### config.mk
export PLATFORM = sky130hd
export DESIGN_NAME = nlmsnc_cell
export DESIGN_NICKNAME = d
export VERILOG_FILES = /design/src/sv/nlmsnc_pkg.sv /design/src/sv/nlmsnc_cell.sv
export SDC_FILE = /design/constraint.sdc
export NUM_CORES = 2
export LEC_CHECK = 0
export BUFFER_PORTS_ARGS = -buffer_cell sky130_fd_sc_hd__buf_2
export CORE_UTILIZATION = 55
export DETAILED_ROUTE_END_ITERATION = 8
export PLACE_DENSITY = 0.72
export SLEW_MARGIN = 20
export SYNTH_ARGS = -nofsm -noshare
export SYNTH_HDL_FRONTEND = slang
export SYNTH_SLANG_ARGS = --single-unit
### constraint.sdc
create_clock -name clk -period 13.8 [get_ports clk]
set_input_delay 4.14 -clock clk [delete_from_list [all_inputs] [get_ports clk]]
set_output_delay 4.14 -clock clk [all_outputs]
set_load 0.01 [all_outputs]
### src/sv/nlmsnc_pkg.sv
// ----------------------------------------------------------------------------
// NLMS noise canceller package
// Shared sizes, payload structs, register codes and control structs.
// ----------------------------------------------------------------------------
package nlmsnc_pkg;

  localparam int TAPS        = 10;
  localparam int SAMPLE_BITS = 16;

  // sizes derived from the tap count and sample width
  localparam int TAP_IW   = $clog2(TAPS);
  localparam int W_BITS   = 32;
  localparam int W_FRAC   = 28;
  localparam int ACC_W    = W_BITS + SAMPLE_BITS + TAP_IW;
  localparam int SQ_W     = 2 * SAMPLE_BITS - 1;
  localparam int PWR_W    = SQ_W + TAP_IW;
  localparam int EPS_W    = 32;
  localparam int DEN_W    = ((PWR_W > EPS_W) ? PWR_W : EPS_W) + 1;
  localparam int MU_W     = 16;
  localparam int THR_W    = 15;
  localparam int NUM_W    = MU_W + SAMPLE_BITS;
  localparam int GAIN_W   = 40;
  localparam int GAIN_SH  = SAMPLE_BITS + 15;
  localparam int TOP_SH   = GAIN_W - GAIN_SH;
  localparam int CNT_W    = $clog2(TAPS + 1);
  localparam int DIV_CW   = $clog2(GAIN_W + 1);
  localparam int CFG_IW   = 2;
  localparam int CFG_DW   = 32;

  // register reset values
  localparam logic [MU_W-1:0]  MU_RST  = MU_W'(6144);
  localparam logic [EPS_W-1:0] EPS_RST = EPS_W'(1);
  localparam logic [THR_W-1:0] THR_RST = THR_W'(33);

  typedef enum logic [CFG_IW-1:0] {
    REG_STEP_SIZE   = 2'd0,
    REG_REGULARIZER = 2'd1,
    REG_ERR_THRESH  = 2'd2
  } cfg_reg_t;

  typedef struct packed {
    logic signed [SAMPLE_BITS-1:0] primary_sample;
    logic signed [SAMPLE_BITS-1:0] reference_sample;
  } in_item_t;

  typedef struct packed {
    logic signed [SAMPLE_BITS-1:0] cleaned_sample;
    logic signed [SAMPLE_BITS-1:0] noise_estimate;
  } out_item_t;

  // per-cycle commands broadcast to every cell
  typedef struct packed {
    logic shift;
    logic acc_en;
    logic mul_g;
    logic upd;
  } cell_ctl_t;

  typedef struct packed {
    logic busy;
    logic done;
  } div_stat_t;

endpackage

### src/sv/nlmsnc_cell.sv
// ----------------------------------------------------------------------------
// NLMS tap cell
// Holds one delay-line sample and one weight; forms w*r and r*r, adds them
// onto the running sums from its left neighbor, and applies its weight step.
// ----------------------------------------------------------------------------
module nlmsnc_cell import nlmsnc_pkg::*; (
  input  logic                          clk,
  input  logic                          rst_n,
  input  cell_ctl_t                     ctl,
  input  logic signed [SAMPLE_BITS-1:0] ref_in,
  output logic signed [SAMPLE_BITS-1:0] ref_out,
  input  logic signed [ACC_W-1:0]       psum_in,
  output logic signed [ACC_W-1:0]       psum_out,
  input  logic        [PWR_W-1:0]       pwr_in,
  output logic        [PWR_W-1:0]       pwr_out,
  input  logic        [GAIN_W-1:0]      gain,
  input  logic                          err_neg
);

  localparam int PROD_W = W_BITS + SAMPLE_BITS;
  localparam int DLT_W  = GAIN_W + SAMPLE_BITS;
  localparam int STEP_W = GAIN_W + 1;
  localparam int UPD_W  = GAIN_W + 3;

  logic signed [SAMPLE_BITS-1:0] ref_r;
  logic signed [W_BITS-1:0]      w_r, w_nxt;
  logic signed [PROD_W-1:0]      prod_r;
  logic        [SQ_W-1:0]        sq_r;
  logic signed [ACC_W-1:0]       psum_r;
  logic        [PWR_W-1:0]       pwr_r;
  logic        [DLT_W-1:0]       dlt_r;

  logic        [SAMPLE_BITS-1:0]   mag_ref;
  logic        [2*SAMPLE_BITS-1:0] sq_full;
  logic        [STEP_W-1:0]        step;
  logic signed [UPD_W-1:0]         w_ext, step_ext, wsum;
  logic        [UPD_W-W_BITS:0]    wsum_hi;
  logic                            neg;

  assign mag_ref  = ref_r[SAMPLE_BITS-1] ? (~ref_r + 1'b1) : ref_r;
  assign sq_full  = mag_ref * mag_ref;
  assign ref_out  = ref_r;
  assign psum_out = psum_r;
  assign pwr_out  = pwr_r;

  // weight step: delta = g*|r| >> (SAMPLE_BITS-1), signed by e and r
  assign step     = dlt_r[DLT_W-1:SAMPLE_BITS-1];
  assign neg      = err_neg ^ ref_r[SAMPLE_BITS-1];
  assign w_ext    = UPD_W'(w_r);
  assign step_ext = $signed({2'b00, step});
  assign wsum     = neg ? (w_ext - step_ext) : (w_ext + step_ext);
  assign wsum_hi  = wsum[UPD_W-1:W_BITS-1];

  // saturate the updated weight to 32 bits
  always_comb begin
    if ((&wsum_hi) || (~|wsum_hi)) begin
      w_nxt = wsum[W_BITS-1:0];
    end else if (wsum[UPD_W-1]) begin
      w_nxt = {1'b1, {(W_BITS-1){1'b0}}};
    end else begin
      w_nxt = {1'b0, {(W_BITS-1){1'b1}}};
    end
  end

  // delay line and weight
  always_ff @(posedge clk) begin
    if (!rst_n) begin
      ref_r <= '0;
      w_r   <= '0;
    end else begin
      if (ctl.shift) begin
        ref_r <= ref_in;
      end
      if (ctl.upd) begin
        w_r <= w_nxt;
      end
    end
  end

  // products, running sums and weight step
  always_ff @(posedge clk) begin
    prod_r <= w_r * ref_r;
    sq_r   <= sq_full[SQ_W-1:0];
    if (ctl.acc_en) begin
      psum_r <= psum_in + ACC_W'(prod_r);
      pwr_r  <= pwr_in + PWR_W'(sq_r);
    end
    if (ctl.mul_g) begin
      dlt_r <= gain * mag_ref;
    end
  end

endmodule

==> run_results.csv <==
group,metric,value,unit
cells_and_area,finish.instance_area,61400,sq um
logic_synthesis,synth_cells,6371,
cts,clock_latency,580,ps
logic_synthesis,synth_compound_area_share,7.92,%
floorplan,rows,118,
hold_path,min_path_type,"reg2reg",
logic_synthesis,ys_seq_area_share,11.0,%
grt,grt_usage,27.1,%
setup_path,end_kind,"flip-flop",
detailed_routing,routed_wl,140,mm
cts,clkTransAtPathRegs,60,ps
power_and_ir_drop,pwr_density_cell,199,nW/um^2
cts,clock-sinks,254,
timing,finalClockSkew,21.2,ps
timing,hold-worst-slack,521,ps
timing,slew_headroom,26.2,%
logic_synthesis,ys_types,98,
detailed_routing,wl_per_cell,17.8,um
logic_synthesis,ys_warn_count,0,
cts,post_cts_resized,0,
timing,setup_viol,0,
grt,grt_pass1_vias,45300,
setup_path,critical-path-max-stage-delay,660,ps
timing,worst_pin_slew,1080,ps
timing,fin_crit,10910,ps
cells_and_area,drive_gt1_share,6.78,%
cells_and_area,stdcell_count,7874,
cts,cts_buffer_depth,3,
logic_synthesis,synth-adder-area-share,50.8,%
timing,fin_crit_sh,79.0,%
hold_path,hold_depth,1,
power_and_ir_drop,p_leak,29.5,nW
logic_synthesis,synth_edf_count,128,
timing,fin_ws,2890,ps
logic_synthesis,synthSimpleGateAreaFrac,14.3,%
detailed_routing,drtIter0Drc,2483,
logic_synthesis,syn_avg_cell_area,9.06,sq um
logic_synthesis,synth_common_cells,"inv_1, fa_1, nand2_1, ha_1, and2_1",
placed_design,dp_cells,7808,
timing,fmax,91.7,MHz
cts,root_buffer,"clkbuf_16",
cts,cts_max_level,2,
cts,post_cts_buffers,0,
grt,grt_pass1_wl,231,mm
cells_and_area,layout.nets,8251,
setup_path,crit_top_cell,"fa_1",
logic_synthesis,synthMuxAreaShare,0.332,%
logic_synthesis,yosys-top-cells-area,"fa_1, ha_1, inv_1",
placed_design,placed_cell_area,60200,sq um
cts,cts_tree,"yes",
logic_synthesis,synth_top_family_by_area,"adder cells",
logic_synthesis,yosys.area.top_type_share,41.0,%
logic_synthesis,synth_most_common_cell,"inv_1",
logic_synthesis,async_flop_share,0,%
flow_run,drv_cap,0,
detailed_routing,ant_nets,0,
setup_path,path_class,"reg2reg",
cells_and_area,syn_to_final_growth,6.32,%
setup_path,crit_slowest_cell,"inv_1",
floorplan,initial_core_util,55.6,%
setup_path,r2r_cells,35,
grt,overflow,0,
floorplan,die_w,326,um
floorplan,coreArea,104000,sq um
timing,hold_violations,0,
grt,antenna_found_initial,10,
placed_design,port_buffers,252,
placed_design,gp_congestion,0.891,
setup_path,crit_path_start_kind,"flip-flop",
setup_path,cp.arrival,11220,ps
floorplan,die_area,106000,sq um
timing,setup_tns,0,ps
placed_design,hpwl,110,mm
power_and_ir_drop,vdd_ir_drop_max,0.249,mV
grt,grt_max_degree,57,
cells_and_area,fin_util,59.1,%
status,status,"finished clean",
placed_design,dp_slack,2450,ps
detailed_routing,drc,0,
power_and_ir_drop,finalPower,12.2,mW
floorplan,ios,253,
detailed_routing,drtPass1Iterations,6,
setup_path,critPathRequiredTime,14110,ps
logic_synthesis,synth_flop_cell,"edfxtp_1",
detailed_routing,routed_via_density,5.42,
timing,rsz0062_at_grt,"no",
cts,hold_buffers,0,
logic_synthesis,ys_ff_latch,254,
detailed_routing,num_vias,42700,
setup_path,cp_max_fo,57,
logic_synthesis,yosys.area.top_type,"fa_1",
logic_synthesis,synth-xor-area-share,4.45,%
cts,cts_made_buffers,34,
logic_synthesis,netlist_area,57700,sq um
timing,slew_viol_final,0,
floorplan,die_height,326,um
## placed cells by master (no fill, tap or decap), types with 128 or more instances in the layout
| cell type | instances |
|---|---|
| and2_1 | 336 |
| nor2_1 | 230 |
| xnor2_1 | 205 |
| nand2_1 | 952 |
| fa_1 | 1181 |
| buf_2 | 251 |
| a21oi_1 | 202 |
| edfxtp_1 | 128 |
| inv_1 | 1421 |
| ha_1 | 456 |
## registers in the layout, summed over array words and instances, names as in the netlist
name      flops
pwr_out      35
prod_r       48
ref_out      16
dlt_r        41
psum_out     52
sq_r         30
w_r          32
## routing by layer
metal	track usage (%)	up-vias	share of wire, %
met5	0	-	0.026
met1	35.6	21300	41
met2	45.1	1670	48
met4	8.76	6	3.3
li1	-	19500	-
met3	5.26	264	8.3
## power by group
part,switching [mW],leakage (nW),internal (mW)
logic,5.47,26.6,4.09
registers,0.237,2.31,1.44
clock network,0.381,0.586,0.576
total,6.09,29.5,6.11
## path summary, 6_finish.rpt
path	slack [ps]	start	endpoint
worst min-delay path	520	prod_r[0]$_DFF_P_	psum_out[0]$_DFFE_PP_
worst max register to register	2890	ref_out[0]$_SDFFE_PN0P_	dlt_r[54]$_DFFE_PP_
worst max-delay path	2890	ref_out[0]$_SDFFE_PN0P_	dlt_r[54]$_DFFE_PP_
worst min register to register	520	prod_r[0]$_DFF_P_	psum_out[0]$_DFFE_PP_
## kinds of logic after synthesis
logic type                 after synthesis
adders and majority gates             1637
muxes                                   19
and+or+nand+nor                       1794
DFF                                    254
other                                    2
AOI/OAI and AO/OA                      686
buffers and inverters                 1686
xor gates and xnor gates               293
## area by class of cell
cell class | instances | area (sq um)
Antenna cell | 5 | 12.5
Multi-Input combinational cell | 4441 | 45100
Sequential cell | 254 | 6370
Clock buffer | 42 | 963
Timing Repair Buffer | 307 | 1680
Clock inverter | 19 | 221
Inverter | 1426 | 5350
Tap cell | 1380 | 1730
Fill cell | 9024 | 42400
## critical path: cells and delay by family, from the launching register on
kind | cells | cell delay (ps)
AND/OR/NAND/NOR | 5 | 800
XOR/XNOR | 1 | 180
multiplexers | 1 | 220
flip-flops | 1 | 310
adder cells (fa/ha/maj) | 8 | 3550
buffers and inverters | 8 | 2490
AO/OA/AOI/OAI | 12 | 2980
Power figures use the tool's default switching activity.
