`config.mk`:
```
export PLATFORM = sky130hd
export DESIGN_NAME = nlmsnc_div
export DESIGN_NICKNAME = d
export VERILOG_FILES = /design/src/sv/nlmsnc_pkg.sv /design/src/sv/nlmsnc_div.sv
export SDC_FILE = /design/constraint.sdc
export NUM_CORES = 1
export LEC_CHECK = 0
export ABC_CLOCK_PERIOD_IN_PS = 7900
export BUFFER_PORTS_ARGS = -buffer_cell sky130_fd_sc_hd__buf_2
export CAP_MARGIN = 20
export CORE_AREA = 4 4 156 158
export DETAILED_ROUTE_END_ITERATION = 12
export DIE_AREA = 0 0 160 162
export HOLD_SLACK_MARGIN = 0.05
export PLACE_DENSITY = 0.54
export SYNTH_ARGS = -nofsm -noshare
export SYNTH_HDL_FRONTEND = slang
export SYNTH_SLANG_ARGS = --single-unit
```
`constraint.sdc`:
```
create_clock -name clk -period 7.9 [get_ports clk]
set_clock_uncertainty 0.2 [all_clocks]
set_input_delay 1.58 -clock clk [delete_from_list [all_inputs] [get_ports clk]]
set_output_delay 1.58 -clock clk [all_outputs]
set_load 0.05 [all_outputs]
```
`src/sv/nlmsnc_pkg.sv`:
```
// ----------------------------------------------------------------------------
// NLMS noise canceller package
// Shared sizes, payload structs, register codes and control structs.
// ----------------------------------------------------------------------------
package nlmsnc_pkg;

  localparam int TAPS        = 10;
  localparam int SAMPLE_BITS = 16;

  // sizes derived from the tap count and sample width
  localparam int TAP_IW   = $clog2(TAPS);
  localparam int W_BITS   = 32;
  localparam int W_FRAC   = 28;
  localparam int ACC_W    = W_BITS + SAMPLE_BITS + TAP_IW;
  localparam int SQ_W     = 2 * SAMPLE_BITS - 1;
  localparam int PWR_W    = SQ_W + TAP_IW;
  localparam int EPS_W    = 32;
  localparam int DEN_W    = ((PWR_W > EPS_W) ? PWR_W : EPS_W) + 1;
  localparam int MU_W     = 16;
  localparam int THR_W    = 15;
  localparam int NUM_W    = MU_W + SAMPLE_BITS;
  localparam int GAIN_W   = 40;
  localparam int GAIN_SH  = SAMPLE_BITS + 15;
  localparam int TOP_SH   = GAIN_W - GAIN_SH;
  localparam int CNT_W    = $clog2(TAPS + 1);
  localparam int DIV_CW   = $clog2(GAIN_W + 1);
  localparam int CFG_IW   = 2;
  localparam int CFG_DW   = 32;

  // register reset values
  localparam logic [MU_W-1:0]  MU_RST  = MU_W'(6144);
  localparam logic [EPS_W-1:0] EPS_RST = EPS_W'(1);
  localparam logic [THR_W-1:0] THR_RST = THR_W'(33);

  typedef enum logic [CFG_IW-1:0] {
    REG_STEP_SIZE   = 2'd0,
    REG_REGULARIZER = 2'd1,
    REG_ERR_THRESH  = 2'd2
  } cfg_reg_t;

  typedef struct packed {
    logic signed [SAMPLE_BITS-1:0] primary_sample;
    logic signed [SAMPLE_BITS-1:0] reference_sample;
  } in_item_t;

  typedef struct packed {
    logic signed [SAMPLE_BITS-1:0] cleaned_sample;
    logic signed [SAMPLE_BITS-1:0] noise_estimate;
  } out_item_t;

  // per-cycle commands broadcast to every cell
  typedef struct packed {
    logic shift;
    logic acc_en;
    logic mul_g;
    logic upd;
  } cell_ctl_t;

  typedef struct packed {
    logic busy;
    logic done;
  } div_stat_t;

endpackage

```
`src/sv/nlmsnc_div.sv`:
```
// ----------------------------------------------------------------------------
// NLMS gain divider
// Restoring divider, one quotient bit a cycle: g = min(num*2^GAIN_SH / den,
// 2^GAIN_W - 1). An oversized quotient is caught up front and capped.
// ----------------------------------------------------------------------------
module nlmsnc_div import nlmsnc_pkg::*; (
  input  logic              clk,
  input  logic              rst_n,
  input  logic              start,
  input  logic [NUM_W-1:0]  num,
  input  logic [DEN_W-1:0]  den,
  output div_stat_t         stat,
  output logic [GAIN_W-1:0] gain
);

  logic [DEN_W-1:0]          rem_r, den_r;
  logic [GAIN_W-1:0]         low_r, quo_r;
  logic [DIV_CW-1:0]         cnt_r;
  logic                      busy_r, done_r;

  logic [NUM_W-1:0]          num_hi;
  logic [NUM_W+GAIN_SH-1:0]  num_full;
  logic                      ovf;
  logic [DEN_W:0]            rem2, rem_sub;
  logic                      ge;

  assign num_hi   = num >> TOP_SH;
  assign num_full = {num, {GAIN_SH{1'b0}}};
  assign ovf      = ((NUM_W + DEN_W)'(num_hi) >= (NUM_W + DEN_W)'(den));

  assign rem2     = {rem_r, low_r[GAIN_W-1]};
  assign ge       = (rem2 >= {1'b0, den_r});
  assign rem_sub  = rem2 - {1'b0, den_r};

  assign stat.busy = busy_r;
  assign stat.done = done_r;
  assign gain      = quo_r;

  // control
  always_ff @(posedge clk) begin
    if (!rst_n) begin
      busy_r <= 1'b0;
      done_r <= 1'b0;
      cnt_r  <= '0;
    end else begin
      done_r <= 1'b0;
      if (start) begin
        busy_r <= !ovf;
        done_r <= ovf;
        cnt_r  <= DIV_CW'(GAIN_W);
      end else if (busy_r) begin
        cnt_r <= cnt_r - 1'b1;
        if (cnt_r == DIV_CW'(1)) begin
          busy_r <= 1'b0;
          done_r <= 1'b1;
        end
      end
    end
  end

  // datapath: load, then bring down one dividend bit a cycle
  always_ff @(posedge clk) begin
    if (start) begin
      den_r <= den;
      rem_r <= DEN_W'(num_hi);
      low_r <= num_full[GAIN_W-1:0];
      quo_r <= ovf ? {GAIN_W{1'b1}} : '0;
    end else if (busy_r) begin
      rem_r <= ge ? rem_sub[DEN_W-1:0] : rem2[DEN_W-1:0];
      low_r <= {low_r[GAIN_W-2:0], 1'b0};
      quo_r <= {quo_r[GAIN_W-2:0], ge};
    end
  end

endmodule

```
==> impl_metrics.toml, run 1 <==
[grt]
grt_max_degree = 79
antenna_found_initial = 4
grt_overflow_total = 0
grt_usage_pct = 14.9
grt_pass1_vias = 6138
grt_first_pass_wirelength_mm = 31.2

[critical_path]
cp_top_family = "compound AO/OA/AOI/OAI gates"
path_max_fanout = 34
cpPeakStageDelay_ns = 0.64
critPathArrivalTime_ns = 4.27
critPathSlowestCell = "o21ai_4"
worstPathRequired_ns = 8.01
crit_chain = "ha_1, a21oi_1, o21ai_0, a2111oi_4, a21boi_2, o21ai_4, buf_4, mux2_2, mux2_2, o311a_1"
crit_top_cell = "mux2_2"
crit_buf_inv = 1
path_class = "register to register"
end_kind = "register"
start_kind = "register"

[clock_network]
cts_root_buf = "clkbuf_16"
cts_tree = "built"
cts_max_path_buffers = 2
clkSinkCount = 129
cts_hold_buf = 0
postCtsSetupBuffers = 0
cts_buffers = 17
clock_latency_ns = 0.42
cts_resized = 0
cts_max_level = 4
path_clk_slew_ns = 0.07

[floorplanning]
die_x_um = 160
io_pins = 113
coreArea_um2 = 23100
die_y_um = 162
initial_utilization_pct = 34.1
rows = 56
dieArea_um2 = 25900

[route]
via_per_inst = 4.95
route.detailed.drc = 0
dr.max_layer_used = "met5"
route.met2.wl_mm = 8.57
vias = 5972
ant_nets = 0
drtIter0Drc = 290
met3WireLength_mm = 1.26
detail_route.first_pass.iterations = 5
wirelength_met1_mm = 9.01
wl_per_cell_um = 15.8
drt_wl_total_mm = 19.0

[logic_synthesis]
synth.ff_latch_count = 129
synth_warnings = 0
avgSynthCellArea_um2 = 9.91
syn_nets = 928
synth_seq_area_share_pct = 46.5
syn_inst = 795
synth_area_um2 = 7880
synthArstFlopShare_pct = 0
ys_types = 68
synth_edf_count = 108
ys.flop_type = "edfxtp_1"

[final_layout]
nets = 1035
syn2layout_area_growth_pct = 18.3
layout-drive-gt1-share_pct = 20.8

[timing]
holdWs_ns = 0.288
slew_headroom_pct = 29.8
fmax_ghz = 0.240
period_needed_ns = 4.17
drv_slew = 0
post-route-period-util_pct = 52.8
final_hold_viol_count = 0
tightest_slew_ns = 1.04
setup_viol = 0
finalSetupTns_ns = 0
rsz0062_at_grt = "false"

[place]
globalplace.congestion = 0.815
io_buffers = 112
place_hpwl_mm = 13.7

[flow_run]
drv_cap = 0

[power]
powerDensity_nw_per_um2 = 226
ir_drop_v = 0.000130
leakage_nw = 4.20
power_mw = 2.11

[worst_hold_path]
hp-class = "register to register"

[outcome]
outcome = "finished, final reports clean"
## metal layers
layer | vias up | global-route usage [%]
li1 | 3040 | -
met1 | 2782 | 19.4
met2 | 128 | 23.9
met3 | 16 | 5.35
met4 | 6 | 3.32
met5 | - | 0
## synth_stat cells (all sizes together) (2+ instances only)
library cell / n / area, um^2
ha: 61 / 763
a221o: 2 / 20.0
and3: 8 / 50.1
nor3b: 3 / 22.5
inv: 116 / 435
a21boi: 5 / 41.3
nand2b: 6 / 37.5
edfxtp: 108 / 3240
or2: 4 / 25.0
o311ai: 2 / 17.5
nand3: 8 / 40.0
dfxtp: 21 / 420
xnor2: 16 / 140
a31oi: 7 / 43.8
mux2i: 6 / 60.1
o21ai: 88 / 444
buf: 17 / 110
o21a: 10 / 75.1
nor3: 12 / 60.1
nor2b: 4 / 25.0
o211ai: 6 / 45.0
o21bai: 4 / 30.0
o31a: 2 / 17.5
o31ai: 5 / 47.5
nand2: 58 / 218
a21oi: 50 / 254
nor2: 41 / 154
a21o: 19 / 143
a211oi: 10 / 85.1
clkbuf: 15 / 57.6
a22oi: 2 / 15.0
nor4: 6 / 37.5
nand4: 13 / 87.6
xor2: 17 / 149
mux2: 23 / 259
## flip-flops by register name, indices dropped and copies added, names as in the netlist
| signal | cells |
|---|---|
| done_r | 1 |
| cnt_r | 6 |
| busy_r | 1 |
| rem_r | 36 |
| low_r | 9 |
| gain | 40 |
| den_r | 36 |
## metrics by stage
stage	area, um^2	cells	worst slack (ns)	util, %
6_report	9320	1206	3.73	40.3
4_1_cts	9300	1204	3.71	40.2
3_5_place_dp	8710	1172	3.30	37.7
5_1_grt	9320	1206	3.47	40.3
3_3_place_gp	8710	1172	3.40	37.7
2_1_floorplan	7880	795	3.73	-
## worst register-to-register path, cell delays in order (launching register included)
cell	delay [ns]
edfxtp_1	0.41
ha_1	0.41
a21oi_1	0.27
o21ai_0	0.21
a2111oi_4	0.53
a21boi_2	0.14
o21ai_4	0.64
buf_4	0.49
mux2_2	0.38
mux2_2	0.26
o311a_1	0.12
## cell type report
cell class	instances	area (um^2)
clock inverters	14	135
diodes	1	2.50
fillers	2327	13800
clock buffers	18	450
flip-flops and latches	129	3660
well taps	290	363
inverters	116	435
repair buffers	120	636
multi-input cells	518	3630
## cells by family after synthesis
family,synth area share [%]
buffers and inverters,7.65
flip-flops,46.5
AND/OR/NAND/NOR,10.5
multiplexers,4.05
XOR/XNOR,3.67
adder cells (fa/ha/maj),9.94
AO/OA/AOI/OAI,17.7
## layout by cell type, fill, tap and decap left out, types with 3 or more instances in the layout
master     Yosys  layout
o211ai_1       6       6
mux2_2        23      23
o21ai_0       84      84
o21a_1        10      10
nor2b_1        4       4
inv_8          0       4
inv_6          0       5
xnor2_1       16      16
mux2i_1        6       6
a21oi_1       49      49
a31oi_1        7       7
ha_1          61      61
dfxtp_1       21      21
o21ai_1        3       3
nor4_1         6       6
edfxtp_1     108     108
inv_1        116     115
buf_2          7     111
nand4_1       12      12
nand3_1        8       8
xor2_1        17      17
a21o_1        19      19
a211oi_1       8       8
or2_2          3       3
clkbuf_16      0      18
and3_1         8       8
o21bai_1       4       4
nor3b_1        3       3
buf_4          4       8
nor2_1        41      41
nand2b_1       6       6
a21boi_0       4       4
nand2_1       58      58
nor3_1        12      12
## where the power goes
group | leakage, nW | internal, mW | switching (mW)
combinational | 2.64 | 0.179 | 0.309
clock | 0.293 | 0.438 | 0.348
sequential | 1.27 | 0.807 | 0.0287
total | 4.20 | 1.42 | 0.685
## worst paths after layout
check	endpoint	slack [ns]	startpoint	cells after the start
worst min register to register	rem_r[26]	0.29	rem_r[26]	2
worst max-delay path	rem_r[32]	3.73	rem_r[11]	10
worst min-delay path	rem_r[26]	0.29	rem_r[26]	2
worst max register to register	rem_r[32]	3.73	rem_r[11]	10
No activity file was read; power rests on OpenSTA's default activity.
==> run 2: changes to the inputs <==
--- a/config.mk
+++ b/config.mk
@@ -5,14 +5,14 @@
 export SDC_FILE = /design/constraint.sdc
 export NUM_CORES = 1
 export LEC_CHECK = 0
-export ABC_CLOCK_PERIOD_IN_PS = 7900
+export ABC_CLOCK_PERIOD_IN_PS = 3500
 export BUFFER_PORTS_ARGS = -buffer_cell sky130_fd_sc_hd__buf_2
 export CAP_MARGIN = 20
 export CORE_AREA = 4 4 156 158
 export DETAILED_ROUTE_END_ITERATION = 12
 export DIE_AREA = 0 0 160 162
 export HOLD_SLACK_MARGIN = 0.05
-export PLACE_DENSITY = 0.54
+export PLACE_DENSITY = 0.56
 export SYNTH_ARGS = -nofsm -noshare
 export SYNTH_HDL_FRONTEND = slang
 export SYNTH_SLANG_ARGS = --single-unit
==> constraint.sdc (replaced) <==
create_clock -name clk -period 3.5 [get_ports clk]
set_clock_uncertainty 0.2 [all_clocks]
set_input_delay 0.7 -clock clk [delete_from_list [all_inputs] [get_ports clk]]
set_output_delay 0.7 -clock clk [all_outputs]
set_load 0.05 [all_outputs]
==> impl_metrics.toml, run 2 (synthesized netlist as in run 1, its figures left out) <==
[clock_network]
cts_tree = "built"
cts_hold_buf = 0
postCtsSetupBuffers = 0
cts_max_path_buffers = 2
cts_root_buf = "clkbuf_16"
clock_latency_ns = 0.42
cts_max_level = 4
clkSinkCount = 129
cts_buffers = 17
cts_resized = 0
path_clk_slew_ns = 0.06

[final_layout]
final_common_cell = "inv_1"
nets = 1048
layout-drive-gt1-share_pct = 21.9
syn2layout_area_growth_pct = 19.9
multi_input_area_um2 = 3630
fin_cells = 1218
diodes = 0
fin_util_pct = 40.9
ff_latch_area_um2 = 3660
largest_reg_flops = 40
layout_common_cells = "115 x inv_1, 111 x buf_2, 108 x edfxtp_1"
final.fill_count = 2277

[critical_path]
end_kind = "register"
timing.rr.start = "rem_r[11]"
crit_chain = "ha_1, a21oi_1, o21ai_0, a2111oi_4, a21boi_2, o21ai_4, buf_12, o21ai_0, mux2_2"
path_class = "register to register"
reg2reg_slack_ns = 0.30
reg2reg_depth = 9
critPathSlowestCell = "a2111oi_4"
cpPeakStageDelay_ns = 0.45
worstPathRequired_ns = 3.48
start_kind = "register"
critPathArrivalTime_ns = 3.18
crit_top_cell = "o21ai_0"
r2r_end = "rem_r[12]"
path_max_fanout = 32

[grt]
grt_max_degree = 93
grt_usage_pct = 14.6
grt_overflow_total = 0
grt_first_pass_wirelength_mm = 30.6
antenna_found_initial = 1
grt_pass1_vias = 6020

[floorplanning]
initial_utilization_pct = 34.1
die_y_um = 162
rows = 56
die_x_um = 160
dieArea_um2 = 25900
io_pins = 113
coreArea_um2 = 23100

[route]
via_per_inst = 4.96
route.detailed.drc = 0
vias = 6045
drtIter0Drc = 283
drt_wl_total_mm = 18.7
wl_per_cell_um = 15.4
detail_route.first_pass.iterations = 5
ant_nets = 0

[place]
io_buffers = 112
pre_cts_slack_ns = -0.0538
place_hpwl_mm = 13.6
placed_cells = 1186
globalplace.congestion = 0.804

[timing]
final_hold_viol_count = 0
slew_headroom_pct = 39.3
tightest_slew_ns = 0.907
post-route-period-util_pct = 91.5
period_needed_ns = 3.20
fin_ws_ns = 0.297
rsz0062_at_grt = "false"
fmax_ghz = 0.312
setup_viol = 0
holdWs_ns = 0.264
drv_slew = 0

[power]
powerDensity_nw_per_um2 = 507
ir_drop_v = 0.000356
leakage_nw = 4.28

[outcome]
outcome = "finished, final reports clean"

[flow_run]
drv_cap = 0

[worst_hold_path]
holdPathEnd = "den_r[5]"
hold_start = "den[5]"
min_path_cells = 1
hp-class = "input pin to register"
==> run 2: area by class of cell <==
cell class	count	share of cell area (%)
Clock inverter	14	1.51
Sequential cell	129	38.8
Inverter	116	4.61
Clock buffer	18	4.65
Timing Repair Buffer	133	8.16
Multi-Input combinational cell	518	38.5
Tap cell	290	3.84
==> run 2: per-layer routing <==
layer  global-route usage [%]  wire [um]  vias up
met5                        0          7        -
met4                     3.75        194        2
met3                     5.13       1190       15
met2                     22.1       8050      117
li1                         -          -     3073
met1                     20.1       9260     2838
==> run 2: power breakdown <==
group | switching, mW | leakage (nW) | total [mW] | internal [mW]
combinational | 0.698 | 2.72 | 1.13 | 0.431
clock | 0.755 | 0.291 | 1.78 | 1.02
sequential | 0.0647 | 1.27 | 1.89 | 1.82
==> run 2: metrics by stage <==
| stage | power [mW] | cell area, um^2 | setup TNS [ns] |
|---|---|---|---|
| finish | 4.79 | 9450 | 0 |
| global route | 5.06 | 9450 | 0 |
| CTS | 4.84 | 9450 | 0 |
| detailed placement | 3.05 | 8870 | -1.29 |
| global placement | 3.04 | 8870 | 0 |
| floorplan | 2.73 | 7880 | 0 |
==> run 2: critical path, delay by kind of cell (launching register included) <==
kind            cells  cell delay (ns)
buf+inv             1             0.22
compound gates      6             1.45
fa+ha+maj           1             0.39
mux                 1             0.27
flops               1             0.40
==> run 2: worst max-delay path by stage <==
stage                   start   endpoint  slack [ns]  cells after the start
floorplan               start     busy_r        0.21                      5
global placement       num[9]   gain[10]        0.02                     13
detailed placement     num[9]   gain[27]       -0.05                     13
CTS                 rem_r[11]   rem_r[0]        0.24                     10
global route        rem_r[17]  rem_r[12]        0.02                     11
finish              rem_r[11]  rem_r[12]        0.30                      9
==> run 3: changes to the inputs <==
--- a/config.mk
+++ b/config.mk
@@ -12,7 +12,7 @@
 export DETAILED_ROUTE_END_ITERATION = 12
 export DIE_AREA = 0 0 160 162
 export HOLD_SLACK_MARGIN = 0.05
-export PLACE_DENSITY = 0.56
+export PLACE_DENSITY = 0.57
 export SYNTH_ARGS = -nofsm -noshare
 export SYNTH_HDL_FRONTEND = slang
 export SYNTH_SLANG_ARGS = --single-unit
==> impl_metrics.toml, run 3 (synthesized netlist as in run 1, its figures left out) <==
[critical_path]
worstPathRequired_ns = 3.46
start_kind = "register"
reg2reg_depth = 10
crit_chain = "ha_1, a21oi_1, o21ai_0, a31oi_1, or3b_1, o21ai_4, buf_12, nor2_1, a211oi_1, a21oi_1"
end_kind = "register"
path_max_fanout = 25
crit_top_cell = "a21oi_1"
critPathSlowestCell = "or3b_1"
critPathArrivalTime_ns = 3.22
path_class = "register to register"
cpPeakStageDelay_ns = 0.42

[timing]
final_hold_viol_count = 0
fmax_ghz = 0.307
setup_viol = 0
post-route-period-util_pct = 93.2
rsz0062_at_grt = "false"
period_needed_ns = 3.26
tightest_slew_ns = 0.520
drv_slew = 0
slew_headroom_pct = 65.3

[worst_hold_path]
min_path_cells = 1
hp-class = "input pin to register"

[clock_network]
cts_hold_buf = 0
cts_max_path_buffers = 2
path_clk_slew_ns = 0.06
cts_buffers = 17
cts_max_level = 4
cts_root_buf = "clkbuf_16"
cts_tree = "built"
clock_latency_ns = 0.43
clkSinkCount = 129
postCtsSetupBuffers = 0

[final_layout]
syn2layout_area_growth_pct = 20.1
largest_reg_flops = 40
nets = 1051
multi_input_area_um2 = 3650
fin_cells = 1221
final_common_cell = "inv_1"
diodes = 0
final.fill_count = 2314
layout_common_cells = "115 x inv_1, 111 x buf_2, 108 x edfxtp_1"
layout-drive-gt1-share_pct = 22.1
ff_latch_area_um2 = 3660

[route]
drt_wl_total_mm = 18.9
vias = 6002
drtIter0Drc = 283
wl_per_cell_um = 15.5
via_per_inst = 4.92
route.detailed.drc = 0
ant_nets = 0
detail_route.first_pass.iterations = 4

[outcome]
outcome = "finished, final reports clean"

[grt]
grt_pass1_vias = 6028
antenna_found_initial = 2
grt_max_degree = 55
grt_usage_pct = 14.8
grt_overflow_total = 0
grt_first_pass_wirelength_mm = 31.1

[place]
io_buffers = 112
placed_cells = 1189
globalplace.congestion = 0.828
place_hpwl_mm = 13.9

[floorplanning]
coreArea_um2 = 23100
die_y_um = 162
die_x_um = 160
io_pins = 113
dieArea_um2 = 25900
initial_utilization_pct = 34.1
rows = 56

[power]
powerDensity_nw_per_um2 = 504
power_mw = 4.77
ir_drop_v = 0.000319
leakage_nw = 4.28

[flow_run]
drv_cap = 0
-- run 3: final timing paths --
path                                 from   endpoint  slack (ns)
worst max-delay path            rem_r[21]  rem_r[16]        0.24
worst min-delay path              den[26]  den_r[26]        0.26
worst max register to register  rem_r[21]  rem_r[16]        0.24
worst min register to register  rem_r[26]  rem_r[26]        0.28
-- run 3: metal layers --
layer  global-route usage (%)  share of wire, %  up-vias
li1                         -                 -     3075
met1                     20.3                49     2775
met2                     22.4                43      126
met3                     5.00               6.8       22
met4                     4.34               1.2        4
met5                        0              0.16        -
-- run 3: through the flow --
| step | setup TNS [ns] | setup slack [ns] | utilization (%) | instance area (um^2) | hold slack, ns |
|---|---|---|---|---|---|
| 2_1_floorplan | 0 | 0.212 | - | 7880 | 0.253 |
| 3_3_place_gp | 0 | 0.00625 | 38.4 | 8880 | 0.274 |
| 3_5_place_dp | -0.979 | -0.0507 | 38.4 | 8880 | 0.280 |
| 4_1_cts | 0 | 0.232 | 40.9 | 9450 | 0.235 |
| 5_1_grt | 0 | 0.0229 | 40.9 | 9460 | 0.239 |
| 6_report | 0 | 0.239 | 40.9 | 9460 | 0.257 |
-- run 3: power breakdown --
part | switching, mW | total (mW) | leakage [nW] | internal, mW
clock | 0.749 | 1.75 | 0.281 | 0.998
combinational | 0.703 | 1.14 | 2.73 | 0.433
sequential | 0.0654 | 1.89 | 1.27 | 1.82
total | 1.52 | 4.77 | 4.28 | 3.25
-- run 3: layout make-up --
cell class | instances | share of cell area [%]
clock buffer | 17 | 4.50
multi-input combinational | 518 | 38.5
timing repair buffer | 136 | 8.25
clock inverter | 15 | 1.56
tap | 290 | 3.83
inverter | 116 | 4.60
sequential | 129 | 38.7
-- run 3: critical path: cells and delay by family, from the launching register on --
kind	cells	cell delay (ns)
compound gates	6	1.34
simple gates	2	0.48
fa+ha+maj	1	0.37
buf+inv	1	0.22
flops	1	0.39
-- run 3: repair_timing --
item                       4_1_cts  5_1_grt
hold endpoints to repair         0        0
setup endpoints to repair        0        5
gates resized for setup          0        2
